File: src/design/hcs_divider.sv
`timescale 1ns / 1ps

module hcs_divider #(
  parameter int NW = 35,
  parameter int DW = 17,
  parameter int QW = 19,
  parameter int PW = 1
) (
  input  logic clk,
  input  logic rst,
  input  logic en,
  input  logic in_valid,
  input  logic [NW-1:0] dividend,
  input  logic [DW-1:0] divisor,
  input  logic [PW-1:0] payload_in,
  output logic out_valid,
  output logic [QW-1:0] quotient,
  output logic [PW-1:0] payload_out
);

  logic v [QW];
  logic [DW-1:0] rem [QW];
  logic [QW-1:0] low [QW];
  logic [QW-1:0] q [QW];
  logic [DW-1:0] dv [QW];
  logic [PW-1:0] pl [QW];

  for (genvar i = 0; i < QW; i++) begin : g_stage
    logic v_p;
    logic [DW-1:0] rem_p, dv_p;
    logic [QW-1:0] low_p, q_p;
    logic [PW-1:0] pl_p;
    logic [DW:0] trial;
    logic fits;

    if (i == 0) begin : g_first
      assign v_p = in_valid;
      assign rem_p = DW'(dividend >> QW);
      assign low_p = dividend[QW-1:0];
      assign q_p = '0;
      assign dv_p = divisor;
      assign pl_p = payload_in;
    end else begin : g_next
      assign v_p = v[i-1];
      assign rem_p = rem[i-1];
      assign low_p = low[i-1];
      assign q_p = q[i-1];
      assign dv_p = dv[i-1];
      assign pl_p = pl[i-1];
    end

    assign trial = {rem_p, low_p[QW-1]};
    assign fits = trial >= {1'b0, dv_p};

    always_ff @(posedge clk) begin
      if (rst) begin
        v[i] <= 1'b0;
      end else if (en) begin
        v[i] <= v_p;
      end
    end

    always_ff @(posedge clk) begin
      if (en) begin
        rem[i] <= fits ? DW'(trial - {1'b0, dv_p}) : DW'(trial);
        low[i] <= low_p << 1;
        q[i] <= {q_p[QW-2:0], fits};
        dv[i] <= dv_p;
        pl[i] <= pl_p;
      end
    end
  end

  assign out_valid = v[QW-1];
  assign quotient = q[QW-1];
  assign payload_out = pl[QW-1];

endmodule

File: config.mk
export PLATFORM = sky130hd
export DESIGN_NAME = hcs_divider
export DESIGN_NICKNAME = d
export VERILOG_FILES = /design/src/design/hcs_divider.sv
export SDC_FILE = /design/constraint.sdc
export NUM_CORES = 2
export LEC_CHECK = 0
export BUFFER_PORTS_ARGS = -buffer_cell sky130_fd_sc_hd__clkbuf_2
export CORE_MARGIN = 2
export CORE_UTILIZATION = 30
export DETAILED_ROUTE_END_ITERATION = 10
export SLEW_MARGIN = 5
export SYNTH_ARGS = -nofsm -noshare
export SYNTH_HDL_FRONTEND = slang
export SYNTH_SLANG_ARGS = --single-unit
File: constraint.sdc
create_clock -name clk -period 3.2 [get_ports clk]
set_clock_uncertainty 0.05 [all_clocks]
set_input_delay 0.32 -clock clk [delete_from_list [all_inputs] [get_ports clk]]
set_output_delay 0.32 -clock clk [all_outputs]
set_load 0.1 [all_outputs]
==> load_flow_metrics.sql <==
INSERT INTO impl_metrics (metric_group, metric, value, unit) VALUES
('run_status', 'outcome', 'complete, but fails checks', ''),
('run_status', 'failed_checks', 'setup timing', ''),
('setup_path', 'reg2regPathDepth', '11', ''),
('global_routing', 'globalRouteTotalUtil', '10.5', '%'),
('worst_hold_path', 'hp-class', 'input port to flip-flop', ''),
('floorplan', 'starting_density', '30.3', '%'),
('clock_tree', 'cts.sink_count', '1011', ''),
('pwr', 'comb_power_share', '41.3', '%'),
('synth', 'synth_top_cells_by_area', 'edfxtp_1 (61%), ha_1 (8.2%), mux2_2 (3.9%)', ''),
('worst_hold_path', 'holdPathEnd', 'v[2]$_DFFE_PP_', ''),
('sta', 'worstMarginPinSlew', '1300', 'ps'),
('placement', 'dpl.cell_count', '6126', ''),
('route', 'vias_per_cell', '4.53', ''),
('sta', 'slew_headroom', '13.1', '%'),
('synth', 'synth_ff_type', 'edfxtp_1', ''),
('layout', 'finish.utilization', '36.5', '%'),
('setup_path', 'setup.reg_to_reg.worst_slack', '-30', 'ps'),
('synth', 'fraction_of_the_yosys_area_taken_by_sequential_cells', '61.5', '%'),
('placement', 'gp_congestion', '0.887', ''),
('floorplan', 'core_area', '0.163', 'mm^2'),
('worst_hold_path', 'timing.hold.worst_path_depth', '3', ''),
('setup_path', 'timing.critical_path.from_type', 'flip-flop', ''),
('clock_tree', 'insertion_delay_to_the_later_sink_of_the_worst_skew_pair', '740', 'ps'),
('setup_path', 'worst_ep_required_time', '3630', 'ps'),
('route', 'drc', '0', ''),
('sta', 'final_hold_viol_count', '0', ''),
('setup_path', 'worstPathMaxFanout', '5', ''),
('floorplan', 'die_area', '0.168', 'mm^2'),
('layout', 'design.final.nets', '4585', ''),
('layout', 'antenna_cells', '0', ''),
('placement', 'postPlaceCellArea', '0.0539', 'mm^2'),
('global_routing', 'grt_antenna_before_repair', '0', ''),
('sta', 'fmax', '309', 'MHz'),
('setup_path', 'crit_arrival', '3660', 'ps'),
('global_routing', 'grt_max_degree', '112', ''),
('global_routing', 'grt_pass1_vias', '29300', ''),
('route', 'drt_pass1_iterations', '5', ''),
('sta', 'timing.final.crit_share', '101', '%'),
('synth', 'synth_cell_types', '74', ''),
('layout', 'drive_above_1_share', '18.5', '%'),
('floorplan', 'fp-row-count', '148', ''),
('sta', 'min_period', '3230', 'ps'),
('synth', 'number_of_synthesized_flops_with_an_enable_pin', '1011', ''),
('setup_path', 'reg2reg_from', 'rem[9][0]$_DFFE_PP_', ''),
('synth', 'synthesis.nets', '4148', ''),
('layout', 'finish.instance_area', '0.0596', 'mm^2'),
('route', 'initialDrtViolationCount', '1621', ''),
('synth', 'synthesis.instances', '3750', ''),
('sta', 'setup-violations-final', '25', ''),
('pwr', 'power_switching_share', '32.5', '%'),
('pwr', 'share_clk_of_total_power', '22.6', '%'),
('synth', 'yosys.area.top_type', 'edfxtp_1', ''),
('synth', 'yosys.area.top_type_share', '61.5', '%'),
('pwr', 'p_leak', '23.5', 'nW'),
('clock_tree', 'post_cts_clock_slew_at_the_launch_and_capture_registers_of_the_worst_setup_and_hold_paths', '60', 'ps'),
('clock_tree', 'ctsHtreeMaxLevel', '3', ''),
('setup_path', 'setup.worst_path.end_class', 'flip-flop', ''),
('route', 'drt-wirelength-per-cell', '14.2', 'um'),
('synth', 'async_reset_ff_share', '0', '%'),
('setup_path', 'timing_worst_setup_path_type', 'flip-flop to flip-flop', ''),
('synth', 'synth_seq_cells', '1011', ''),
('flow_run', 'max-cap-violations', '0', ''),
('sta', 'worst_slack_setup_final', '-32.3', 'ps'),
('synth', 'netlist_area', '0.0494', 'mm^2'),
('synth', 'yosysMostFrequentCell', 'edfxtp_1', ''),
('synth', 'netlist_top_cells_count', 'edfxtp_1 (1,011), inv_1 (413), ha_1 (323), a21oi_1 (293), nor2_1 (218)', ''),
('synth', 'synth-warning-count', '0', ''),
('sta', 'setup_repair_after_global_routing_missed_its_margin', 'true', ''),
('floorplan', 'floorplan.die.height', '410', 'um'),
('pwr', 'max-vdd-ir-drop', '0.561', 'mV'),
('floorplan', 'pin_count', '78', '');
-- stage by stage --
| stage | worst slack [ps] | setup TNS, ps |
|---|---|---|
| after floorplan | 2.52 | 0 |
| after global placement | -246 | -8000 |
| after detailed placement | -151 | -7210 |
| after CTS | 0.158 | 0 |
| after global routing | -168 | -7000 |
| final | -32.3 | -432 |
-- kinds of logic (layout without fill, tap and decap cells) --
family | Yosys count | count (layout) | share of synthesized area [%]
xor gates and xnor gates | 244 | 244 | 4.33
AOI/OAI and AO/OA | 836 | 837 | 10.9
DFF | 1011 | 1011 | 61.5
and+or+nand+nor | 673 | 675 | 6.51
buffers and inverters | 457 | 985 | 3.59
muxes | 188 | 188 | 4.31
adders and majority gates | 341 | 341 | 8.91
-- cell usage in the layout (no fill, tap or decap), types with 21 or more instances in the layout --
cell type      synthesis  routed
nor2b_1               27      27
and2_1                23      23
mux2_2               170      93
dlygate4sd3_1          0      55
nor3_1                59      59
clkinv_1               0      23
edfxtp_1            1011    1011
clkinv_2               0      27
ha_1                 323     313
o21bai_1              50      48
clkbuf_2               0      76
mux2_4                 7      84
a211oi_1              31      21
inv_1                413     396
nand2_1              151     151
clkbuf_16              0     129
a21oi_1              293     278
a21o_1                91      90
nor2_1               218     218
xnor2_1              150     150
nand2b_1              30      30
buf_12                 0      26
o21a_1                33      33
xor2_1                94      94
o21ai_0              171     155
buf_4                  4     177
nand4_1               46      46
nand3_1               38      38
-- per-layer routing --
layer  vias to the layer above  part of all wire [%]  wire, um  GRT usage (%)
li1                      14800                     -         -              -
met1                     13900                    42     38800           12.5
met2                       422                    51     46300           18.5
met3                       179                   3.5      3160           1.95
met4                         0                   3.4      3070           4.18
met5                         -                     0         0              0
-- sequential cells by signal, indices dropped and copies added (netlist names) --
name and count:
v 19, dv 306, low 171, rem 306, q 190, pl 19
-- power groups by stage --
| stage | logic, mW | clock network [mW] | registers, mW |
|---|---|---|---|
| after CTS | 21.0 | 13.2 | 20.2 |
| after global placement | 20.2 | 0 | 20.4 |
| after floorplan | 15.7 | 0 | 19.8 |
| after global routing | 25.6 | 13.7 | 20.5 |
| after detailed placement | 20.6 | 0 | 20.4 |
| final | 23.1 | 12.6 | 20.1 |
-- how the worst max path moves through the flow --
stage                              start                    end  slack [ps]  cells after the start
detailed placement  low[1][17]$_DFFE_PP_   rem[2][15]$_DFFE_PP_        -150                     13
global placement    low[1][17]$_DFFE_PP_    rem[2][1]$_DFFE_PP_        -250                     13
global route         rem[9][0]$_DFFE_PP_  rem[10][14]$_DFFE_PP_        -170                     11
finish               rem[9][0]$_DFFE_PP_   rem[10][7]$_DFFE_PP_         -30                     11
floorplan           low[0][17]$_DFFE_PP_   rem[1][10]$_DFFE_PP_           3                     13
CTS                   dv[2][0]$_DFFE_PP_   rem[3][11]$_DFFE_PP_         0.2                     11
-- cell type report --
type	count	area, um^2
Timing Repair Buffer	362	3310
Multi-Input combinational cell	2285	18000
Fill cell	15400	104000
Clock inverter	83	774
Tap cell	2175	2720
Sequential cell	1011	30400
Inverter	413	1550
Clock buffer	127	2900
-- worst max-delay path, stage by stage, from the launching register on --
cell	delay, ps
edfxtp_1	520
fa_2	470
a211oi_4	240
o21ai_1	100
a31oi_1	230
nor2_1	110
o31ai_1	210
nand3b_1	170
a211oi_4	230
buf_6	180
clkbuf_16	160
mux2_4	290
-- timing repair --
| item | CTS | global route |
|---|---|---|
| endpoints found under the hold margin | 75 | 0 |
| setup endpoints to repair | 146 | 231 |
| pin swaps | 8 | 66 |
| cloned | 0 | 20 |
| hold buffers | 55 | 0 |
| setup buffers | 12 | 34 |
| gates resized for setup | 17 | 185 |
Power figures use the tool's default switching activity.
