$ cat src/design/hcs_pkg.sv
`timescale 1ns / 1ps

package hcs_pkg;

  localparam int SAT_W = 17;
  localparam int LIT_W = 18;
  localparam int HUE_W = 19;
  localparam int QUO_W = 19;
  localparam int FIELD_W = 16;
  localparam int RATIO_FRAC = 14;

  localparam logic [HUE_W-1:0] SEXT = HUE_W'(32'd65536);
  localparam logic [SAT_W-1:0] SAT_ONE = SAT_W'(32'd65536);
  localparam logic [LIT_W-1:0] LIT_ONE = LIT_W'(32'd131072);
  localparam logic [LIT_W-1:0] LIT_HALF = LIT_W'(32'd65536);

  typedef enum logic {
    OP_SHADE = 1'b0,
    OP_SATURATE = 1'b1
  } op_t;

  typedef struct packed {
    logic grey;
    op_t op;
    logic [LIT_W-1:0] lit;
    logic [FIELD_W-1:0] ratio;
    logic [FIELD_W-1:0] alpha;
  } side_t;

endpackage

$ cat src/design/hcs_front.sv
`timescale 1ns / 1ps

module hcs_front #(
  parameter int CB = 16
) (
  input  logic clk,
  input  logic rst,
  input  logic en,
  input  logic in_valid,
  input  logic opcode,
  input  logic [15:0] red_in,
  input  logic [15:0] green_in,
  input  logic [15:0] blue_in,
  input  logic [15:0] alpha_in,
  input  logic [15:0] ratio,
  output logic valid,
  output logic [CB+2:0] num,
  output logic [CB:0] den,
  output logic [CB-1:0] delta,
  output hcs_pkg::side_t side
);

  localparam logic [CB+1:0] ONE = (CB+2)'(1) << CB;

  logic [CB-1:0] r, g, b, mx, mn, dl;
  logic [CB+1:0] sum;
  logic [CB+2:0] d2, d4, d6, n;
  logic [CB:0] dn;
  hcs_pkg::side_t sd;

  always_comb begin
    r = red_in[CB-1:0];
    g = green_in[CB-1:0];
    b = blue_in[CB-1:0];
    mx = r;
    if (g > mx) mx = g;
    if (b > mx) mx = b;
    mn = r;
    if (g < mn) mn = g;
    if (b < mn) mn = b;
    sum = (CB+2)'(mx) + (CB+2)'(mn);
    dl = mx - mn;
    dn = (sum <= ONE) ? sum[CB:0] : (CB+1)'((ONE << 1) - sum);
    d2 = (CB+3)'(dl) << 1;
    d4 = (CB+3)'(dl) << 2;
    d6 = d2 + d4;
    if (r == mx) begin
      n = (g >= b) ? (CB+3)'(g - b) : d6 - (CB+3)'(b - g);
    end else if (g == mx) begin
      n = (b >= r) ? d2 + (CB+3)'(b - r) : d2 - (CB+3)'(r - b);
    end else begin
      n = (r >= g) ? d4 + (CB+3)'(r - g) : d4 - (CB+3)'(g - r);
    end
    sd.grey = (dl == '0);
    sd.op = hcs_pkg::op_t'(opcode);
    sd.lit = hcs_pkg::LIT_W'(sum) << (16 - CB);
    sd.ratio = ratio;
    sd.alpha = 16'(alpha_in[CB-1:0]);
  end

  always_ff @(posedge clk) begin
    if (rst) begin
      valid <= 1'b0;
    end else if (en) begin
      valid <= in_valid;
    end
  end

  always_ff @(posedge clk) begin
    if (en) begin
      num <= n;
      den <= dn;
      delta <= dl;
      side <= sd;
    end
  end

endmodule

$ cat config.mk
export PLATFORM = sky130hd
export DESIGN_NAME = hcs_front
export DESIGN_NICKNAME = d
export VERILOG_FILES = /design/src/design/hcs_pkg.sv /design/src/design/hcs_front.sv
export SDC_FILE = /design/constraint.sdc
export NUM_CORES = 1
export LEC_CHECK = 0
export BUFFER_PORTS_ARGS = -buffer_cell sky130_fd_sc_hd__buf_2
export CAP_MARGIN = 10
export CORE_AREA = 2 2 172 174
export DETAILED_ROUTE_END_ITERATION = 12
export DIE_AREA = 0 0 174 176
export PLACE_DENSITY_LB_ADDON = 0.12
export SYNTH_ARGS = -nofsm -noshare
export SYNTH_HDL_FRONTEND = slang
export SYNTH_SLANG_ARGS = --single-unit
$ cat constraint.sdc
create_clock -name clk -period 13.3 [get_ports clk]
set_clock_uncertainty 0.1 [all_clocks]
set_input_delay 1.995 -clock clk [delete_from_list [all_inputs] [get_ports clk]]
set_output_delay 1.995 -clock clk [all_outputs]
set_load 0.02 [all_outputs]
==> flow_summary.ini, run 1 <==
[run_status]
outcome = completed

[place]
dpl.hpwl_mm = 48.6
gp_routability_congestion = 1.02
pre_cts_slack_ns = 1.07
io_buffers = 188
place_area_um2 = 18400

[worst_hold_path]
hold_path_class = flip-flop to flip-flop
hp-start = valid
hold_path_end = valid
whs_path_depth = 2

[floorplanning]
fp.dieW_um = 174
die_h_um = 176
num_rows = 62
die-area_um2 = 30600
pin_count = 190
start_util_pct = 59.7
core_um2 = 28500

[finish]
multiInputGateArea_um2 = 13000
num-fill-cells = 2616
finish.instance_area_um2 = 18700
area_growth_syn_to_layout_pct = 9.57
layout.nets = 2581
seq_area_um2 = 3050
drive_gt1_share_pct = 13.5

[power_and_ir_drop]
finalPower_mw = 5.26
ir_drop_v = 0.000235
total_leakage_power_nw = 8.38
powerDensity_nw_per_um2 = 282

[drt]
drt_iter0_markers = 1754
drc = 0
vias = 17000
dr.pass1.iters = 6
routedWlPerCell_um = 22.7
viasPerCell = 6.46
ant_nets = 0
routed_wl_mm = 59.6

[global_route]
grtUsageTotal_pct = 37.6
antenna_found_initial = 2
grt_pass1_vias = 15600
overflow = 0
grt_max_degree = 69
grt_pass1_wl_mm = 88.8

[clocking]
cts-htree-levels = 3
numClockSinks = 102
cts_resized = 0
ctsLongestPathBuffers = 2
cts_buffers = 9
clk_latency_ns = 0.38
clk_pin_slew_worst_paths_ns = 0.09
cts_setup_buffers = 0
cts_tree = built
ctsHoldBuffers = 0
cts-root-buf = clkbuf_16

[critical_path]
r2r-start = valid
r2r_cells = 2
worstPathMaxFanout = 16
worst-endpoint-required_ns = 13.31
reg2reg_to = valid
crit_type = primary input to flip-flop
endpoint_kind = flip-flop
rrSetupSlack_ns = 12.57
slowest_delay_ns = 0.52
cp.arrival_ns = 12.11
critPathBufInv = 6
crit_family = compound AO/OA/AOI/OAI gates
crit_slowest_cell = a2111o_1
start_kind = primary input

[sta]
grt_setup_unrepaired = no
worst_hold_slack_ns = 0.444
fin_ws_ns = 1.20
fin_crit_sh_pct = 91.0
finalSetupViolCount = 0
worst_pin_slew_ns = 1.28
hold_viol_final = 0
finalCriticalPeriod_ns = 12.10
drv_slew = 0
slew_headroom_pct = 14.4
tns_ns = 0
max_freq_mhz = 82.6

[logic_synthesis]
synth_edf_count = 101
syn_inst = 2094
syn-num-nets = 2436
synthArstFlopShare_pct = 0
ys_seq_area_share_pct = 17.9
syn_area_per_cell_um2 = 8.14
synth_ff_type = edfxtp_1
yosys_register_bits = 102
ys_types = 95
yosys_warnings = 0
syn_area_um2 = 17000

[run]
maxCapViolCount = 0
[per-stage QoR]
step / util (%) / cells
2_1_floorplan: - / 2094
3_3_place_gp: 64.3 / 2612
3_5_place_dp: 64.3 / 2612
4_1_cts: 65.4 / 2628
5_1_grt: 65.4 / 2628
6_report: 65.4 / 2630
[flip-flops by register name (all words and copies together), names as in the netlist]
| signal | cells |
|---|---|
| side | 50 |
| delta | 15 |
| den | 17 |
| num | 19 |
| valid | 1 |
[worst reg2reg max path: stages, from the launching register on]
cell	delay (ns)
dfxtp_1	0.33
mux2i_1	0.15
nor2_1	0.05
[cells by family (layout without fill, tap and decap cells)]
kind of cell | count (synthesis) | count (layout) | synth area share [%]
flip-flops | 102 | 102 | 17.9
multiplexers | 64 | 64 | 3.91
adder cells (fa/ha/maj) | 263 | 263 | 20.2
XOR/XNOR | 174 | 174 | 8.94
AO/OA/AOI/OAI | 693 | 693 | 27.3
AND/OR/NAND/NOR | 547 | 547 | 15.9
buffers and inverters | 250 | 400 | 5.87
other | 1 | 3 | 0.0220
[report_power, final]
| part | switching (mW) | internal (mW) | total, mW |
|---|---|---|---|
| sequential | 0.0278 | 0.539 | 0.567 |
| clock | 0.160 | 0.136 | 0.296 |
| combinational | 2.61 | 1.78 | 4.39 |
[layer usage]
layer,vias to the layer above,part of all wire (%),GRT usage [%]
met1,7948,41,49.7
met2,856,46,61.9
met4,2,4.8,16.6
met3,154,7.9,4.76
li1,8019,-,-
met5,-,0.027,0
[cells in the final DEF (no fill, tap or decap), drive strengths merged, types with 9 or more instances in the layout]
master | netlist | final
xor2 | 53 | 53
a2111oi | 16 | 16
o211ai | 36 | 36
fa | 22 | 22
a211oi | 32 | 32
or3 | 17 | 17
clkbuf | 59 | 9
nor2b | 31 | 31
buf | 28 | 221
edfxtp | 101 | 101
mux2 | 20 | 20
a21oi | 198 | 198
ha | 235 | 235
o31a | 9 | 9
a22oi | 11 | 11
nor2 | 184 | 184
nand4 | 16 | 16
and3 | 18 | 18
o31ai | 17 | 17
and2 | 13 | 13
o211a | 10 | 10
mux2i | 44 | 44
inv | 162 | 166
o21bai | 24 | 24
o21ai | 122 | 122
or2 | 18 | 18
xnor2 | 121 | 121
nor4 | 36 | 36
o21a | 34 | 34
a21o | 57 | 57
a31oi | 20 | 20
a211o | 11 | 11
o32a | 11 | 11
nor3 | 44 | 44
a21boi | 11 | 11
nand3 | 30 | 30
nand2 | 92 | 92
nand2b | 31 | 31
[cell type report]
type,count,area share (%)
Inverter,163,3.28
Timing Repair Buffer,221,6.38
Clock buffer,9,1.21
Clock inverter,7,0.436
Multi-Input combinational cell,1742,69.8
Tap cell,384,2.57
Sequential cell,102,16.4
Antenna cell,2,0.0268
[Yosys cell counts (all sizes together) (16+ instances only)]
| master | instances | share of area [%] |
|---|---|---|
| a2111oi | 16 | 1.0 |
| nor2b | 31 | 1.2 |
| nor2 | 184 | 4.1 |
| a21o | 57 | 2.5 |
| nand4 | 16 | 0.62 |
| nand2b | 31 | 1.1 |
| nor3 | 44 | 1.3 |
| xnor2 | 121 | 6.2 |
| nor4 | 36 | 1.4 |
| a211oi | 32 | 1.4 |
| ha | 235 | 17 |
| nand3 | 30 | 0.88 |
| inv | 162 | 3.6 |
| edfxtp | 101 | 18 |
| mux2 | 20 | 1.3 |
| o31ai | 17 | 0.78 |
| and3 | 18 | 0.66 |
| fa | 22 | 2.6 |
| a21oi | 198 | 5.8 |
| o21ai | 122 | 3.6 |
| or2 | 18 | 0.66 |
| xor2 | 53 | 2.7 |
| buf | 28 | 0.98 |
| o21bai | 24 | 1.1 |
| o21a | 34 | 1.5 |
| or3 | 17 | 0.62 |
| clkbuf | 59 | 1.3 |
| nand2 | 92 | 2.0 |
| a31oi | 20 | 0.73 |
| o211ai | 36 | 1.6 |
| mux2i | 44 | 2.6 |
[worst max path at each step]
stage | start | end | slack, ns | depth (start not counted)
after detailed placement | red_in[8] | num[17] | 1.07 | 47
after global routing | red_in[8] | num[17] | 0.56 | 47
after CTS | red_in[8] | num[17] | 1.42 | 47
after global placement | red_in[8] | num[15] | 1.42 | 44
final | red_in[8] | num[14] | 1.20 | 43
after floorplan | red_in[8] | num[15] | 1.64 | 46
No activity file was read; power rests on OpenSTA's default activity.
==> inputs of run 2 (changes only) <==
Settings changed: CORE_AREA 2 2 172 174 to 4 4 174 176, DIE_AREA 0 0 174 176 to 0 0 178 180.
==> flow_summary.ini, run 2 (synthesized netlist as in run 1, its figures left out) <==
[finish]
reg_top3 = side (50), num (19), den (17)
final_cell_mix = 235 x ha_1, 196 x a21oi_1, 187 x buf_2
multiInputGateArea_um2 = 13000
seq_area_um2 = 3050
num-fill-cells = 2527
regMostFlops = side
utilization_pct = 65.1
drive_gt1_share_pct = 13.2
largest_reg_flops = 50
area_growth_syn_to_layout_pct = 9.32
layout.nets = 2575
layout_commonest_cell = ha_1
antennaDiodeCount = 0

[global_route]
grt_pass1_vias = 15600
overflow = 0
grt_pass1_wl_mm = 89.0
antenna_found_initial = 1
grtUsageTotal_pct = 35.6
grt_max_degree = 63

[clocking]
ctsHoldBuffers = 0
ctsLongestPathBuffers = 2
cts_tree = built
clk_latency_ns = 0.38
cts_buffers = 9
cts-htree-levels = 3
clk_pin_slew_worst_paths_ns = 0.09
cts-root-buf = clkbuf_16
cts_resized = 0
numClockSinks = 102
cts_setup_buffers = 0

[critical_path]
cpMostUsedCell = a21o_1
start_kind = primary input
reg2reg_to = valid
crit_slowest_cell = nor3_1
r2r_cells = 2
worst-endpoint-required_ns = 13.35
r2r-start = valid
crit_type = primary input to flip-flop
endpoint_kind = flip-flop
slowest_delay_ns = 0.65
worstPathMaxFanout = 17
cp.arrival_ns = 12.17
rrSetupSlack_ns = 12.59

[worst_hold_path]
hold_path_end = valid
hp-start = valid
whs_path_depth = 2
hold_path_class = flip-flop to flip-flop

[sta]
max_freq_mhz = 82.5
drv_slew = 0
tns_ns = 0
finalCriticalPeriod_ns = 12.12
worst_pin_slew_ns = 1.17
fin_crit_sh_pct = 91.1
grt_setup_unrepaired = no
worst_hold_slack_ns = 0.429
slew_headroom_pct = 21.5
finalSetupViolCount = 0
hold_viol_final = 0

[drt]
vias = 16900
routed_wl_mm = 59.2
dr.pass1.iters = 6
ant_nets = 0
viasPerCell = 6.44
routedWlPerCell_um = 22.6
drt_iter0_markers = 1533
drc = 0

[run_status]
outcome = completed

[floorplanning]
num_rows = 62
pin_count = 190
start_util_pct = 59.5
die-area_um2 = 32000
core_um2 = 28600
fp.dieW_um = 178
die_h_um = 180

[power_and_ir_drop]
finalPower_mw = 5.16
powerDensity_nw_per_um2 = 277
ir_drop_v = 0.000323
total_leakage_power_nw = 8.35

[run]
maxCapViolCount = 0

[place]
io_buffers = 188
dpl.hpwl_mm = 48.3
gp_routability_congestion = 1.02
run 2: stage by stage:
stage | cell area, um^2 | cells | setup WS, ns
6_report | 18600 | 2622 | 1.18
4_1_cts | 18600 | 2621 | 1.32
3_5_place_dp | 18300 | 2605 | 0.987
3_3_place_gp | 18300 | 2605 | 1.33
2_1_floorplan | 17000 | 2094 | 1.64
5_1_grt | 18600 | 2622 | 0.546
run 2: worst max-delay path by stage:
stage               startpoint  endpoint  depth (start not counted)  slack, ns
global placement     red_in[8]   num[15]                         42       1.33
CTS                  red_in[8]   num[18]                         44       1.32
floorplan            red_in[8]   num[15]                         46       1.64
global route         red_in[8]   num[18]                         44       0.55
finish               red_in[8]   num[18]                         44       1.18
detailed placement   red_in[8]   num[18]                         44       0.99
run 2: layer usage:
layer	vias to the layer above	wire length, um	GRT usage (%)	share of wire, %
met5	-	18	0	0.030
met3	167	4940	5.53	8.3
met1	7832	24400	46.7	41
met2	883	26800	57.4	45
li1	7999	-	-	-
met4	2	3070	16.3	5.2
run 2: critical path, delay by kind of cell:
| family | cells | cell delay [ns] |
|---|---|---|
| compound gates | 20 | 4.63 |
| simple gates | 12 | 2.52 |
| fa+ha+maj | 6 | 2.35 |
| buf+inv | 5 | 0.47 |
| mux | 1 | 0.19 |
run 2: area by class of cell:
cell class / instances / area share (%)
Multi-Input combinational cell: 1742 / 69.9
Clock buffer: 9 / 1.21
Inverter: 163 / 3.28
Sequential cell: 102 / 16.4
Tap cell: 384 / 2.58
Clock inverter: 7 / 0.490
Timing Repair Buffer: 215 / 6.14
run 2: power by group:
part,internal (mW),leakage (nW),total [mW],switching (mW)
sequential,0.539,0.996,0.568,0.0292
combinational,1.75,7.20,4.30,2.55
clock,0.135,0.151,0.298,0.163
==> inputs of run 3 (changes only) <==
Settings changed: CELL_PAD_IN_SITES_DETAIL_PLACEMENT set to 1, CELL_PAD_IN_SITES_GLOBAL_PLACEMENT set to 1, CORE_AREA 4 4 174 176 to 4 4 207 209, DIE_AREA 0 0 178 180 to 0 0 211 213.
Clock period 13.3 ns to 11.1 ns, I/O delays scaled along.
==> flow_summary.ini, run 3 (synthesized netlist as in run 1, its figures left out) <==
[finish]
largest_reg_flops = 50
regMostFlops = side
drive_gt1_share_pct = 16.8
utilization_pct = 47.8
area_growth_syn_to_layout_pct = 14.5
reg_top3 = side (50), num (19), den (17)
stdcell_count = 2851
multiInputGateArea_um2 = 13100
layout.nets = 2655
final_cell_mix = 234 x ha_1, 195 x a21oi_1, 187 x buf_2
num-fill-cells = 5019
seq_area_um2 = 3050
layout_commonest_cell = ha_1

[drt]
ant_nets = 0
dr.pass1.iters = 6
routed_wl_mm = 67.9
drt_iter0_markers = 1382
viasPerCell = 5.97
vias = 17000
routedWlPerCell_um = 23.8
drc = 0

[clocking]
cts_buffers = 9
cts-htree-levels = 3
cts-root-buf = clkbuf_16
numClockSinks = 102
cts_tree = built
clk_latency_ns = 0.40
clk_pin_slew_worst_paths_ns = 0.08
ctsLongestPathBuffers = 2
ctsHoldBuffers = 0

[floorplanning]
fp.dieW_um = 211
num_rows = 74
start_util_pct = 41.7
pin_count = 190
core_um2 = 40800
die-area_um2 = 44900
die_h_um = 213

[critical_path]
start_kind = primary input
rrSetupSlack_ns = 10.40
reg2reg_to = valid
r2r_cells = 2
crit_type = primary input to flip-flop
worstPathMaxFanout = 7
crit_slowest_cell = xnor2_1
cp.arrival_ns = 10.62
endpoint_kind = flip-flop
slowest_delay_ns = 0.56
cpMostUsedCell = a21o_1
worst-endpoint-required_ns = 11.15
r2r-start = valid

[place]
pre_cts_slack_ns = -0.146
dpl.hpwl_mm = 56.7
io_buffers = 188
dp.cells = 2833
gp_routability_congestion = 0.907

[sta]
worst_hold_slack_ns = 0.413
worst_pin_slew_ns = 1.15
drv_slew = 0
finalCriticalPeriod_ns = 10.57
slew_headroom_pct = 22.6
max_freq_mhz = 94.6
finalSetupViolCount = 0
fin_ws_ns = 0.534
grt_setup_unrepaired = yes
fin_crit_sh_pct = 95.2
hold_viol_final = 0

[power_and_ir_drop]
finalPower_mw = 6.58
total_leakage_power_nw = 8.78
powerDensity_nw_per_um2 = 337
ir_drop_v = 0.000202

[global_route]
antenna_found_initial = 0
grt_pass1_wl_mm = 101
overflow = 0
grtUsageTotal_pct = 29.2
grt_max_degree = 64
grt_pass1_vias = 16800

[worst_hold_path]
hold_path_end = valid
hold_path_class = flip-flop to flip-flop
whs_path_depth = 2
hp-start = valid

[run_status]
outcome = completed

[run]
maxCapViolCount = 0
run 3: worst max path at each step:
stage	slack (ns)	cells past startpoint	endpoint	from
after floorplan	0.07	46	num[15]	red_in[8]
after CTS	0.24	44	num[15]	red_in[8]
after global placement	0.29	44	num[15]	red_in[8]
after global routing	-0.10	46	num[15]	red_in[8]
final	0.53	41	num[15]	red_in[8]
after detailed placement	-0.15	44	num[15]	red_in[8]
run 3: final cells by class:
type | count | share of cell area [%]
diodes | 1 | 0.0128
multi-input cells | 1742 | 67.2
well taps | 532 | 3.41
clock buffers | 9 | 1.15
clock inverters | 7 | 0.481
inverters | 163 | 3.14
repair buffers | 295 | 8.95
flip-flops and latches | 102 | 15.6
run 3: timing repair:
item,4_1_cts,5_1_grt
setup endpoints to repair,0,6
gates resized for setup,0,14
buffers inserted,0,1
endpoints found under the hold margin,0,0
run 3: power by group:
group,switching (mW),internal [mW]
Sequential,0.0341,0.646
Combinational,3.23,2.32
Clock,0.184,0.162
Total,3.45,3.13
run 3: through the flow:
step | TNS [ns] | cell area, um^2
floorplan | 0 | 17000
global placement | 0 | 19100
detailed placement | -0.178 | 19100
CTS | 0 | 19400
global route | -0.193 | 19500
finish | 0 | 19500
run 3: per-layer routing:
layer / GRT usage [%] / vias to the layer above / share of wire, %
li1: - / 8152 / -
met1: 38.7 / 8333 / 44
met2: 49.7 / 461 / 48
met3: 3.03 / 75 / 4.8
met4: 10.1 / 0 / 3.3
met5: 0 / - / 0
run 3: critical path: cells and delay by family:
family                   cells  cell delay [ns]
buffers and inverters        4             0.54
AND/OR/NAND/NOR              9             1.32
AO/OA/AOI/OAI               20             4.34
adder cells (fa/ha/maj)      6             1.99
XOR/XNOR                     2             0.74
